## config.mk

```make
export PLATFORM = sky130hd
export DESIGN_NAME = columnar_transposition_flat
export DESIGN_NICKNAME = d
export VERILOG_FILES = /design/src/sv/ct_pkg.sv /design/src/sv/ct_if.sv /design/src/sv/ct_ram.sv /design/src/sv/ct_div.sv /design/src/sv/columnar_transposition.sv /design/src/flat_wrapper.sv
export SDC_FILE = /design/constraint.sdc
export NUM_CORES = 1
export LEC_CHECK = 0
export ABC_CLOCK_PERIOD_IN_PS = 7000
export BUFFER_PORTS_ARGS = -buffer_cell sky130_fd_sc_hd__buf_2
export CAP_MARGIN = 15
export CELL_PAD_IN_SITES_DETAIL_PLACEMENT = 1
export CELL_PAD_IN_SITES_GLOBAL_PLACEMENT = 2
export CORE_UTILIZATION = 50
export DETAILED_ROUTE_END_ITERATION = 12
export HOLD_SLACK_MARGIN = 0.05
export MAX_ROUTING_LAYER = met4
export PLACE_DENSITY = 0.84
export SYNTH_ARGS = -nofsm -noshare
export SYNTH_HDL_FRONTEND = slang
export SYNTH_HIERARCHICAL = 1
export SYNTH_SLANG_ARGS = --single-unit
```

## constraint.sdc

```tcl
create_clock -name clk -period 7 [get_ports clk]
set_input_delay 1.05 -clock clk [delete_from_list [all_inputs] [get_ports clk]]
set_output_delay 1.05 -clock clk [all_outputs]
set_load 0.05 [all_outputs]
```

## src/sv/ct_pkg.sv

```systemverilog
// Shared constants and types for the columnar transposition block.
`default_nettype none

package ct_pkg;

	// Field and register widths
	localparam int BYTE_W = 8;
	localparam int COL_W  = 7;
	localparam int IDX_W  = 1;

	// Configuration register indexes
	localparam logic [IDX_W-1:0] REG_COLUMNS = 1'b0;
	localparam logic [IDX_W-1:0] REG_DECODE  = 1'b1;

	// Reset values and defaults
	localparam logic [COL_W-1:0] COLUMNS_RESET = 7'd1;
	localparam int               DEPTH_DEFAULT = 64;

	typedef logic [BYTE_W-1:0] byte_t;

endpackage

`default_nettype wire

```

## src/sv/ct_if.sv

```systemverilog
// Valid/ready stream interfaces for the load and emit channels.
`default_nettype none

interface ct_load_if import ct_pkg::*; ();
	logic  valid;
	logic  ready;
	byte_t data_byte;
	logic  last_byte;

	modport source (output valid, output data_byte, output last_byte, input ready);
	modport sink   (input valid, input data_byte, input last_byte, output ready);
endinterface

interface ct_emit_if import ct_pkg::*; ();
	logic  valid;
	logic  ready;
	byte_t out_byte;
	logic  out_last;

	modport source (output valid, output out_byte, output out_last, input ready);
	modport sink   (input valid, input out_byte, input out_last, output ready);
endinterface

`default_nettype wire

```

## src/sv/ct_ram.sv

```systemverilog
// Generic single-write, single-read RAM with registered read data.
`default_nettype none

module ct_ram #(
	parameter  int WIDTH = 8,
	parameter  int DEPTH = 64,
	localparam int AW    = $clog2(DEPTH)
) (
	input  wire logic             clk,
	input  wire logic             we,
	input  wire logic [AW-1:0]    waddr,
	input  wire logic [WIDTH-1:0] wdata,
	input  wire logic             re,
	input  wire logic [AW-1:0]    raddr,
	output logic      [WIDTH-1:0] rdata
);

	logic [WIDTH-1:0] mem [DEPTH];

	// Write port and registered read port; read data holds when re is low
	always_ff @(posedge clk) begin
		if (we) begin
			mem[waddr] <= wdata;
		end
		if (re) begin
			rdata <= mem[raddr];
		end
	end

endmodule

`default_nettype wire

```

## src/sv/ct_div.sv

```systemverilog
// Serial restoring divider: block length by column count, one quotient bit per cycle.
`default_nettype none

module ct_div import ct_pkg::*; #(
	parameter int NW = 7
) (
	input  wire logic             clk,
	input  wire logic             arst_n,
	input  wire logic             start,
	input  wire logic [NW-1:0]    dividend,
	input  wire logic [COL_W-1:0] divisor,
	output logic                  done,
	output logic      [NW-1:0]    quot,
	output logic      [COL_W-1:0] rem
);

	localparam int CNT_W = (NW > 1) ? $clog2(NW) : 1;

	logic             busy_q;
	logic             done_q;
	logic [CNT_W-1:0] cnt_q;
	logic [NW-1:0]    quot_q;
	logic [COL_W-1:0] rem_q;

	logic [COL_W:0]   rem_sh;
	logic [COL_W:0]   rem_sub;
	logic             fits;

	// One restoring step: shift in next dividend bit, subtract if it fits
	always_comb begin
		rem_sh  = {rem_q, quot_q[NW-1]};
		fits    = (rem_sh >= {1'b0, divisor});
		rem_sub = fits ? (rem_sh - {1'b0, divisor}) : rem_sh;
	end

	// Step counter and done pulse
	always_ff @(posedge clk or negedge arst_n) begin
		if (!arst_n) begin
			busy_q <= 1'b0;
			done_q <= 1'b0;
			cnt_q  <= '0;
		end else begin
			done_q <= 1'b0;
			if (start) begin
				busy_q <= 1'b1;
				cnt_q  <= '0;
			end else if (busy_q) begin
				if (cnt_q == CNT_W'(NW - 1)) begin
					busy_q <= 1'b0;
					done_q <= 1'b1;
				end else begin
					cnt_q <= cnt_q + CNT_W'(1);
				end
			end
		end
	end

	// Quotient shifts in from the dividend register
	always_ff @(posedge clk) begin
		if (start) begin
			quot_q <= dividend;
			rem_q  <= '0;
		end else if (busy_q) begin
			quot_q <= {quot_q[NW-2:0], fits};
			rem_q  <= rem_sub[COL_W-1:0];
		end
	end

	assign done = done_q;
	assign quot = quot_q;
	assign rem  = rem_q;

endmodule

`default_nettype wire

```

## src/sv/columnar_transposition.sv

```systemverilog
// Top level of the columnar transposition block: load buffer, divider and read sequencer.
// Bytes on the load channel are written one per cycle, while load ready is high, into a block
// RAM. The byte flagged last, or the one that fills the last of BLOCK_DEPTH slots, closes the
// block; the column count and mode in effect at that moment are latched. A serial divider
// then splits the block length L into rows and remainder, with LW = clog2(BLOCK_DEPTH+1)
// quotient bits. Emission follows at one byte per cycle, set by the single RAM read port
// whose registered data is the output stage, and it stalls only on emit.ready. Load ready
// is low from the closing transfer until the last read of the block has been issued; the
// next block may load while the final byte still waits on emit. A column count of zero
// acts as one column. Register writes take effect on the next block.
`default_nettype none

module columnar_transposition import ct_pkg::*; #(
	parameter int BLOCK_DEPTH = DEPTH_DEFAULT
) (
	input  wire logic             clk,
	input  wire logic             arst_n,
	ct_load_if.sink               load,
	ct_emit_if.source             emit,
	input  wire logic             wr_en,
	input  wire logic [IDX_W-1:0] wr_index,
	input  wire logic [COL_W-1:0] wr_data
);

	localparam int AW = $clog2(BLOCK_DEPTH);
	localparam int LW = $clog2(BLOCK_DEPTH + 1);
	localparam int CW = (LW > COL_W) ? LW : COL_W;
	localparam int SW = CW + 1;

	localparam logic [1:0] ST_LOAD = 2'd0;
	localparam logic [1:0] ST_DIV  = 2'd1;
	localparam logic [1:0] ST_EMIT = 2'd2;

	logic [1:0]       state_q;
	logic [COL_W-1:0] columns_q;
	logic             decode_q;
	logic [LW-1:0]    fill_q;
	logic [LW-1:0]    len_q;
	logic [COL_W-1:0] c_q;
	logic             dec_q;
	logic [LW-1:0]    k_q;
	logic [CW-1:0]    col_q;
	logic [LW-1:0]    row_q;
	logic [LW-1:0]    addr_q;
	logic             ov_q;
	logic             last_q;

	logic             load_xfer;
	logic [LW-1:0]    fill_nx;
	logic             close;
	logic             issue;
	logic             k_last;
	logic             div_done;
	logic [LW-1:0]    quot;
	logic [COL_W-1:0] rem;
	byte_t            rdata;

	logic [SW-1:0]    addr_w, c_w, len_w, col_w, row_w, q_w, r_w;
	logic [SW-1:0]    enc_sum;
	logic [SW-1:0]    addr_nx_w;
	logic [SW-1:0]    col_nx_w;
	logic [SW-1:0]    row_nx_w;

	// Load side
	assign load.ready = (state_q == ST_LOAD);
	assign load_xfer  = load.valid && load.ready;
	assign fill_nx    = fill_q + LW'(1);
	assign close      = load_xfer && (load.last_byte || (fill_nx == LW'(BLOCK_DEPTH)));

	// Read issue: the RAM data register is the output stage
	assign issue  = (state_q == ST_EMIT) && (!ov_q || emit.ready);
	assign k_last = ((k_q + LW'(1)) == len_q);

	// Next read address for both permutations
	always_comb begin
		addr_w  = SW'(addr_q);
		c_w     = SW'(c_q);
		len_w   = SW'(len_q);
		col_w   = SW'(col_q);
		row_w   = SW'(row_q);
		q_w     = SW'(quot);
		r_w     = SW'(rem);
		enc_sum = addr_w + c_w;
		row_nx_w  = row_w;
		col_nx_w  = col_w;
		addr_nx_w = addr_w;
		if (!dec_q) begin
			// encode: step down a column, then move to the next column start
			if (enc_sum < len_w) begin
				addr_nx_w = enc_sum;
			end else begin
				col_nx_w  = col_w + SW'(1);
				addr_nx_w = col_w + SW'(1);
			end
		end else begin
			// decode: hop across column starts, the first r columns one longer
			if ((col_w + SW'(1)) == c_w) begin
				col_nx_w  = '0;
				row_nx_w  = row_w + SW'(1);
				addr_nx_w = row_w + SW'(1);
			end else begin
				col_nx_w  = col_w + SW'(1);
				addr_nx_w = addr_w + ((col_w < r_w) ? (q_w + SW'(1)) : q_w);
			end
		end
	end

	// Configuration registers
	always_ff @(posedge clk or negedge arst_n) begin
		if (!arst_n) begin
			columns_q <= COLUMNS_RESET;
			decode_q  <= 1'b0;
		end else if (wr_en) begin
			unique case (wr_index)
				REG_COLUMNS: columns_q <= wr_data;
				REG_DECODE:  decode_q  <= wr_data[0];
				default: ;
			endcase
		end
	end

	// Sequencer: load, divide, emit
	always_ff @(posedge clk or negedge arst_n) begin
		if (!arst_n) begin
			state_q <= ST_LOAD;
			fill_q  <= '0;
			len_q   <= '0;
			c_q     <= COLUMNS_RESET;
			dec_q   <= 1'b0;
			k_q     <= '0;
			col_q   <= '0;
			row_q   <= '0;
			addr_q  <= '0;
		end else begin
			unique case (state_q)
				ST_LOAD: begin
					if (close) begin
						fill_q  <= '0;
						len_q   <= fill_nx;
						c_q     <= (columns_q == '0) ? COL_W'(1) : columns_q;
						dec_q   <= decode_q;
						state_q <= ST_DIV;
					end else if (load_xfer) begin
						fill_q <= fill_nx;
					end
				end
				ST_DIV: begin
					if (div_done) begin
						k_q     <= '0;
						col_q   <= '0;
						row_q   <= '0;
						addr_q  <= '0;
						state_q <= ST_EMIT;
					end
				end
				ST_EMIT: begin
					if (issue) begin
						k_q    <= k_q + LW'(1);
						col_q  <= col_nx_w[CW-1:0];
						row_q  <= row_nx_w[LW-1:0];
						addr_q <= addr_nx_w[LW-1:0];
						if (k_last) begin
							state_q <= ST_LOAD;
						end
					end
				end
				default: state_q <= ST_LOAD;
			endcase
		end
	end

	// Output valid
	always_ff @(posedge clk or negedge arst_n) begin
		if (!arst_n) begin
			ov_q <= 1'b0;
		end else if (issue) begin
			ov_q <= 1'b1;
		end else if (emit.ready) begin
			ov_q <= 1'b0;
		end
	end

	// Last flag travels with the read data
	always_ff @(posedge clk) begin
		if (issue) begin
			last_q <= k_last;
		end
	end

	ct_div #(
		.NW(LW)
	) u_div (
		.clk      (clk),
		.arst_n   (arst_n),
		.start    (close),
		.dividend (fill_nx),
		.divisor  (c_q),
		.done     (div_done),
		.quot     (quot),
		.rem      (rem)
	);

	ct_ram #(
		.WIDTH(BYTE_W),
		.DEPTH(BLOCK_DEPTH)
	) u_ram (
		.clk   (clk),
		.we    (load_xfer),
		.waddr (fill_q[AW-1:0]),
		.wdata (load.data_byte),
		.re    (issue),
		.raddr (addr_q[AW-1:0]),
		.rdata (rdata)
	);

	assign emit.valid    = ov_q;
	assign emit.out_byte = rdata;
	assign emit.out_last = last_q;

`ifndef SYNTHESIS
	// Emission never runs past the block length
	a_count_in_block: assert property (@(posedge clk) disable iff (!arst_n)
		(state_q == ST_EMIT) |-> (k_q < len_q))
		else $error("emit count beyond block length");

	// Every read lands inside the current block
	a_addr_in_block: assert property (@(posedge clk) disable iff (!arst_n)
		issue |-> (addr_q < len_q))
		else $error("read address outside block");

	// Fill pointer stays inside the buffer
	a_fill_range: assert property (@(posedge clk) disable iff (!arst_n)
		fill_q < LW'(BLOCK_DEPTH))
		else $error("fill count reached buffer depth");

	// A stalled output byte holds until its transfer
	a_hold_on_stall: assert property (@(posedge clk) disable iff (!arst_n)
		(emit.valid && !emit.ready) |=>
		(emit.valid && $stable(emit.out_byte) && $stable(emit.out_last)))
		else $error("output changed while stalled");
`endif

endmodule

`default_nettype wire

```

## src/flat_wrapper.sv

```systemverilog
// flat-port wrapper written by rule: the top's interface ports become plain ports
module columnar_transposition_flat import ct_pkg::*;
#(
	parameter int BLOCK_DEPTH = DEPTH_DEFAULT
)
  (clk, arst_n, wr_en, wr_index, wr_data, load_valid, load_data_byte, load_last_byte, load_ready, emit_valid, emit_out_byte, emit_out_last, emit_ready);
  ct_load_if load_i ();
  ct_emit_if emit_i ();
  input  wire logic clk;
  input  wire logic arst_n;
  input  wire logic wr_en;
  input  wire logic [IDX_W-1:0] wr_index;
  input  wire logic [COL_W-1:0] wr_data;
  input wire logic [$bits(load_i.valid)-1:0] load_valid;
  input wire logic [$bits(load_i.data_byte)-1:0] load_data_byte;
  input wire logic [$bits(load_i.last_byte)-1:0] load_last_byte;
  output wire logic [$bits(load_i.ready)-1:0] load_ready;
  output wire logic [$bits(emit_i.valid)-1:0] emit_valid;
  output wire logic [$bits(emit_i.out_byte)-1:0] emit_out_byte;
  output wire logic [$bits(emit_i.out_last)-1:0] emit_out_last;
  input wire logic [$bits(emit_i.ready)-1:0] emit_ready;
  assign load_i.valid = load_valid;
  assign load_i.data_byte = load_data_byte;
  assign load_i.last_byte = load_last_byte;
  assign load_ready = load_i.ready;
  assign emit_valid = emit_i.valid;
  assign emit_out_byte = emit_i.out_byte;
  assign emit_out_last = emit_i.out_last;
  assign emit_i.ready = emit_ready;
  columnar_transposition #(.BLOCK_DEPTH(BLOCK_DEPTH)) u_core (.clk(clk), .arst_n(arst_n), .load(load_i), .emit(emit_i), .wr_en(wr_en), .wr_index(wr_index), .wr_data(wr_data));
endmodule
```

## Word level (Yosys, flattened, before mapping)

Memory sizes are Yosys's and may differ from the RTL's. A register that Yosys moved wholly into a read port is not among the register bits.
Cells that the tools add are included.

- Register bits after elaboration: 81
- Bits in writable memories: 512
- Output and inout port bits: 11
- Logic and storage cells: 109
- Memories kept: 1

Memory list:

| memory | depth | bits a word | rd ports | clocked after Yosys merged registers in | wr ports | line | RTL |
|---|---|---|---|---|---|---|---|
| u_core.u_ram.mem | 64 | 8 | 1 | 1 | 1 | ct_ram.sv:18 | `logic [WIDTH-1:0] mem [DEPTH];` |

- Add/sub/neg operators: 9
- Order comparisons: 3
- Equality and inequality tests: 14
- Multiplexer cells: 42
- Bitwise gates (word level): 1
- Reductions and logical operators: 21

Operator list:

| cell | number |
|---|---|
| two-way mux 7 bit | 20 |
| case mux 7 bit (2 select lines) | 4 |
| adder 7 x 1 -> 7 bit, second input constant | 4 |
| two-way mux 1 bit | 10 |
| AND reduction 2 bit | 5 |
| two-way mux 3 bit | 3 |
| adder 7 x 1 -> 8 bit, second input constant | 1 |
| adder 7 x 7 -> 8 bit | 1 |
| equality test 8 x 7 -> 1 bit | 1 |
| >= comparator 8 x 7 -> 1 bit | 1 |
| less-than comparator 8 x 7 -> 1 bit | 1 |
| two-way mux 2 bit | 4 |
| inequality test 2 x 1 -> 1 bit, second input constant | 4 |
| AND reduction 4 bit | 2 |
| nonzero test 2 bit | 4 |
| adder 7 bit | 1 |
| equality test 7 bit | 1 |
| equality test 7 bit, second input constant | 1 |
| zero test 7 bit | 1 |
| less-than comparator 7 bit | 1 |
| subtractor 7 bit | 1 |
| inequality test 2 bit, second input constant | 3 |
| case mux 2 bit (3 select lines) | 1 |
| AND reduction 5 bit | 1 |
| other kinds (11) | 14 |

## Depth between registers and ports, before layout

- Depth after elaboration: 7
- Gate-level depth with buffers: 16
- Gate-level depth less buffers: 16

## Cells and area by module

The synthesis kept the hierarchy.

Modules (own cells, without submodules):

| module | instances | cells an instance | area an instance (um^2) |
|---|---|---|---|
| ct_ram | 1 | 940 | 20246.9 |
| columnar_transposition | 1 | 474 | 4480.5 |
| ct_div | 1 | 142 | 1361.3 |

## Worst setup path before layout

Ideal clock, no wire load.

- Kind: reg-to-reg
- From: register u_core.col_q[5]
- To: register u_core.addr_q[6]
- Library setup time: 0.090 ns
- Arrival time: 3.351 ns
- Path slack: 3.559 ns
- Stages on the path, launching flop included: 14
- Cells stage by stage: dfrtp_1 > ha_1 > a21o_1 > a221o_1 > a31oi_2 > mux2_2 > fa_1 > a211oi_1 > o21bai_1 > a21oi_1 > xnor2_1 > xnor2_1 > mux2i_1 > o221ai_1

- Longest elaborated chain between the ends: 7
- Elaborated cells on any way between the ends: 10

RTL lines:

| what | line | RTL |
|---|---|---|
| start: declaration | columnar_transposition.sv:42 | `logic [CW-1:0] col_q;` |
| start signal: assignment | columnar_transposition.sv:159 | `col_q <= col_nx_w[CW-1:0];` |
| less-than comparator 7 bit | columnar_transposition.sv:103 | `addr_nx_w = addr_w + ((col_w < r_w) ? (q_w + SW'(1)) : q_w);` |
| two-way mux 7 bit | columnar_transposition.sv:103 |  |
| adder 7 bit | columnar_transposition.sv:103 |  |
| two-way mux 7 bit | columnar_transposition.sv:97 | `if ((col_w + SW'(1)) == c_w) begin` |
| two-way mux 7 bit (*) | columnar_transposition.sv:87 | `if (!dec_q) begin` |
| two-way mux 7 bit (*) | columnar_transposition.sv:157 | `if (issue) begin` |
| case mux 7 bit (2 select lines) (*) | columnar_transposition.sv:135 | `unique case (state_q)` |
| end signal: assignment | columnar_transposition.sv:161 | `addr_q <= addr_nx_w[LW-1:0];` |
| end: declaration | columnar_transposition.sv:44 | `logic [LW-1:0] addr_q;` |

Every way passes the cells marked *; elsewhere a longest branch is shown, timed or not. The select of a mux whose other input is x is not followed.
A chain may end at the register's enable or synchronous reset.

## Worst setup path in the final report

- From: register u_core.addr_q[0]
- To: register u_core.col_q[4]

- Longest elaborated chain between the ends: 4

RTL lines:

| what | line | RTL |
|---|---|---|
| adder 7 x 7 -> 8 bit | columnar_transposition.sv:83 | `enc_sum = addr_w + c_w;` |
| less-than comparator 8 x 7 -> 1 bit | columnar_transposition.sv:89 | `if (enc_sum < len_w) begin` |
| inequality test 3 x 2 -> 1 bit (no source line) | -- |  |
| AND reduction 4 bit (no source line) | -- |  |

Every way passes these cells.

==> metrics.md <==
| Metric | Value |
|---|---|
| CTS sink cnt | between 600 and 700 |
| IO Count | 33 |
| Biggest regs | u_core/u_ram/mem (512), u_core/u_ram/rdata (8) |
| Number of hold buffers added after CTS | 0 |
| Gr usage total | 0.256 |
| Fin Setup TNS | 0 ns |
| Least-Margin Pin Slew | between 1 and 1.5 ns |
| CP top delay family | compound AO/OA/AOI/OAI gates |
| Final Setup Violations | 0 |
| Clock transition at the registers of the reported paths | 0.07 ns |
| Synthesized net count | between 1,500 and 2,000 |
| Clock Root Buffer | clkbuf_16 |
| Final Cycle Share | 0.621 |
| Die area | 0.0531 mm2 |
| Initial antenna violation count | 1 |
| Internal Pwr Total | between 7 and 8 mW |
| F_max | 230 MHz |
| First-pass GRT wire length | slightly below 100 mm |
| Crit-path cells | ha_1 -> inv_1 -> fa_1 -> nor2b_1 -> nor3_1 -> o21bai_1 -> a21oi_1 -> xnor2_1 -> ha_1 -> or3_1 -> nor3_1 -> o22ai_2 -> o31ai_4 -> o21ai_0 -> a22o_1 |
| Sequential cell fraction of total power | 0.428 |
| Switching part of the total | 0.326 |
| Sequential area share after synthesis | 0.677 |
| DP Worst Slack | around 2.7 ns |
| Vias | about 14,000 |
| Reg with most FFs | u_core/u_ram/mem |
| Initial DRC Count | ~1,300 |
| Worst hold path type | register to register |
| Mapped Area | approximately 0.026 mm2 |
| Final worst slack | 2.65 ns |
| Total Nets Final | roughly 1,700 |
| Ys async rst share | 0.110 |
| Drt pass-1 iters | 5 |
| WS Path Type | register to register |
| Hold path startpoint | u_core/decode_q |
| Worst rel slew slack | 0.306 |
| Unrepaired setup endpoints after global routing | no |
| CTS Buf Count | 59 |
| WL per Instance | roughly 28 um |
| Final Wtd Congestion | between 0.8 and 0.9 |
| Synth area leader | edfxtp_1 |
| Worst Path Required | approximately 7.5 ns |
| Status | complete, no violations |
| Largest net degree at the start of global routing | 67 |
| Synth area leaders | edfxtp_1 (61%), mux4_2 (11%), dfrtp_1 (6.1%), ha_1 (2.0%), nor2_1 (1.8%) |
| Synth top area share | 0.608 |
| I/O Buffers | 32 |
| Pleak | between 9 and 10 nW |
| Switching pwr | around 3.4 mW |
| CTS tree | built |
| Grt total ovfl | 0 |
| Area delta synth->final | 9.87% |
| CP max stage delay | between 0.8 and 0.9 ns |
| Crit path from | u_core/addr_q[0] |
| Die H | between 200 and 250 um |
| Comb pwr share | 0.281 |
| Reg2reg start | u_core/addr_q[0] |
| Crit path time final | 4.35 ns |
| Top cells by count, synth | edfxtp_1 (528), mux4_2 (126), nor2_1 (122) |
| PostCTS Resize Cnt | 0 |
| Final ANT Viol Nets | 0 |
| # rows | 83 |
| Final hold vios | 0 |
| Peak VDD IR | approximately 0.22 mV |
| Most numerous cell in the Yosys netlist | edfxtp_1 |
| Synth unique cells | 89 |
| Die W | 230 um |
| Slew Limit Fails | 0 |
| Core Footprint | between 0.05 and 0.06 mm2 |
| Final HPWL DP | between 40 and 50 mm |
| Crit path buf inv count | 1 |
| Top_reg_cell synth | edfxtp_1 |
| Crit Path Max Fanout | 31 |
| Vias in the first global route | between 15,000 and 20,000 |
| Clock latency on the worst-skew pair | between 0.6 and 0.7 ns |
| Initial Utilization | 0.508 |
| Post-synth EDFFs | 528 |
| Slowest-stage cell, CP | dfrtp_4 |
| Number of max-cap violations | 0 |
| # DRC | 0 |
| Vias/cell | 6.18 |
| Number of flip-flops in the largest register | around 510 |
| Final WL | between 60 and 70 mm |
| CP arrival | roughly 4.9 ns |
| Post-Synthesis Cells | roughly 1,600 |
| Layout Skew | ~0.026 ns |
| Flop2flop setup slack | 2.65 ns |
| Critical path endpoint category | register |
| Synth warn | 6 |
| H-tree Lvls | 2 |
| Mean Syn Cell Area | about 17 um2 |
| Clock share of power | 0.291 |
| Number of synthesized register bits | between 600 and 700 |
| Startpoint class of the critical path | register |
| Fraction of layout cells with a size suffix above 1 | 0.202 |
| Pwr/cell area | approximately 360 mW/mm2 |
| Setup Fix Bufs, Post-CTS | 0 |
| Clock buffer depth | 3 |
-- metrics by stage --
stage	std cells	power, mW	util	hold slack [ns]	area (um2)
6_report	2325	10.4	0.558	0.497	28700
5_1_grt	2325	10.9	0.558	0.519	28700
4_1_cts	2321	10.5	0.556	0.501	28600
3_5_place_dp	2210	7.48	0.521	0.493	26800
3_3_place_gp	2210	7.37	0.521	0.487	26800
2_1_floorplan	1556	6.63	-	0.467	26100
-- metal layers --
layer / up-vias / global-route usage / wire [um]
met5: - / - / 0
met4: 0 / 0.0677 / 1540
met3: 104 / 0.0417 / 3790
met2: 435 / 0.412 / 31900
met1: 7613 / 0.340 / 27100
li1: 6209 / - / -
-- kinds of logic after synthesis --
| kind of cell | Yosys count | synth area share |
|---|---|---|
| mux | 201 | 0.140 |
| simple gates | 342 | 0.0629 |
| xor+xnor | 47 | 0.0176 |
| fa+ha+maj | 45 | 0.0224 |
| compound gates | 202 | 0.0564 |
| flops | 601 | 0.677 |
| buf+inv | 118 | 0.0243 |
-- worst register-to-register path: cells and delay by family, from the launching register on --
family | cells | cell delay (ns)
AO/OA/AOI/OAI | 6 | 1.42
adder cells (fa/ha/maj) | 3 | 0.93
flip-flops | 1 | 0.85
AND/OR/NAND/NOR | 4 | 0.82
XOR/XNOR | 1 | 0.15
buffers and inverters | 1 | 0.06
-- power groups by stage --
stage	Clock [mW]	Combinational, mW	Sequential (mW)
final	3.04	2.93	4.47
after CTS	3.09	2.94	4.48
after global routing	3.20	3.20	4.51
after detailed placement	0	2.92	4.55
after global placement	0	2.83	4.54
after floorplan	0	2.22	4.41
-- layout by cell type, fill, tap and decap left out, drive strengths merged, types with 12 or more instances in the layout --
cell type	netlist	final
a21oi	32	32
buf	47	53
clkbuf	29	72
clkinv	1	32
dfrtp	64	64
edfxtp	528	528
ha	42	42
inv	41	44
mux2	37	37
mux2i	38	38
mux4	126	126
nand2	79	79
nand2b	22	22
nand3	30	30
nor2	123	123
nor2b	20	20
nor3	17	17
o21ai	44	44
o22ai	12	12
xnor2	30	30
xor2	15	15
-- path summary, 6_finish.rpt --
| check | end | cells past startpoint |
|---|---|---|
| max reg2reg | u_core/col_q[4] | 15 |
| max | u_core/col_q[4] | 15 |
| min in group asynchronous | u_core/col_q[2] | 2 |
| max in group asynchronous | u_core/addr_q[1] | 2 |
| min | u_core/dec_q | 1 |
| min reg2reg | u_core/dec_q | 1 |
-- area by class of cell --
cell class	instances	area [um2]
Multi-Input combinational cell	837	7810
Clock inverter	39	295
Sequential cell	601	17700
Inverter	42	158
Tap cell	680	851
Antenna cell	1	2.50
Timing Repair Buffer	53	355
Fill cell	4715	22700
Clock buffer	72	1540
No activity file was read; power rests on OpenSTA's default activity.
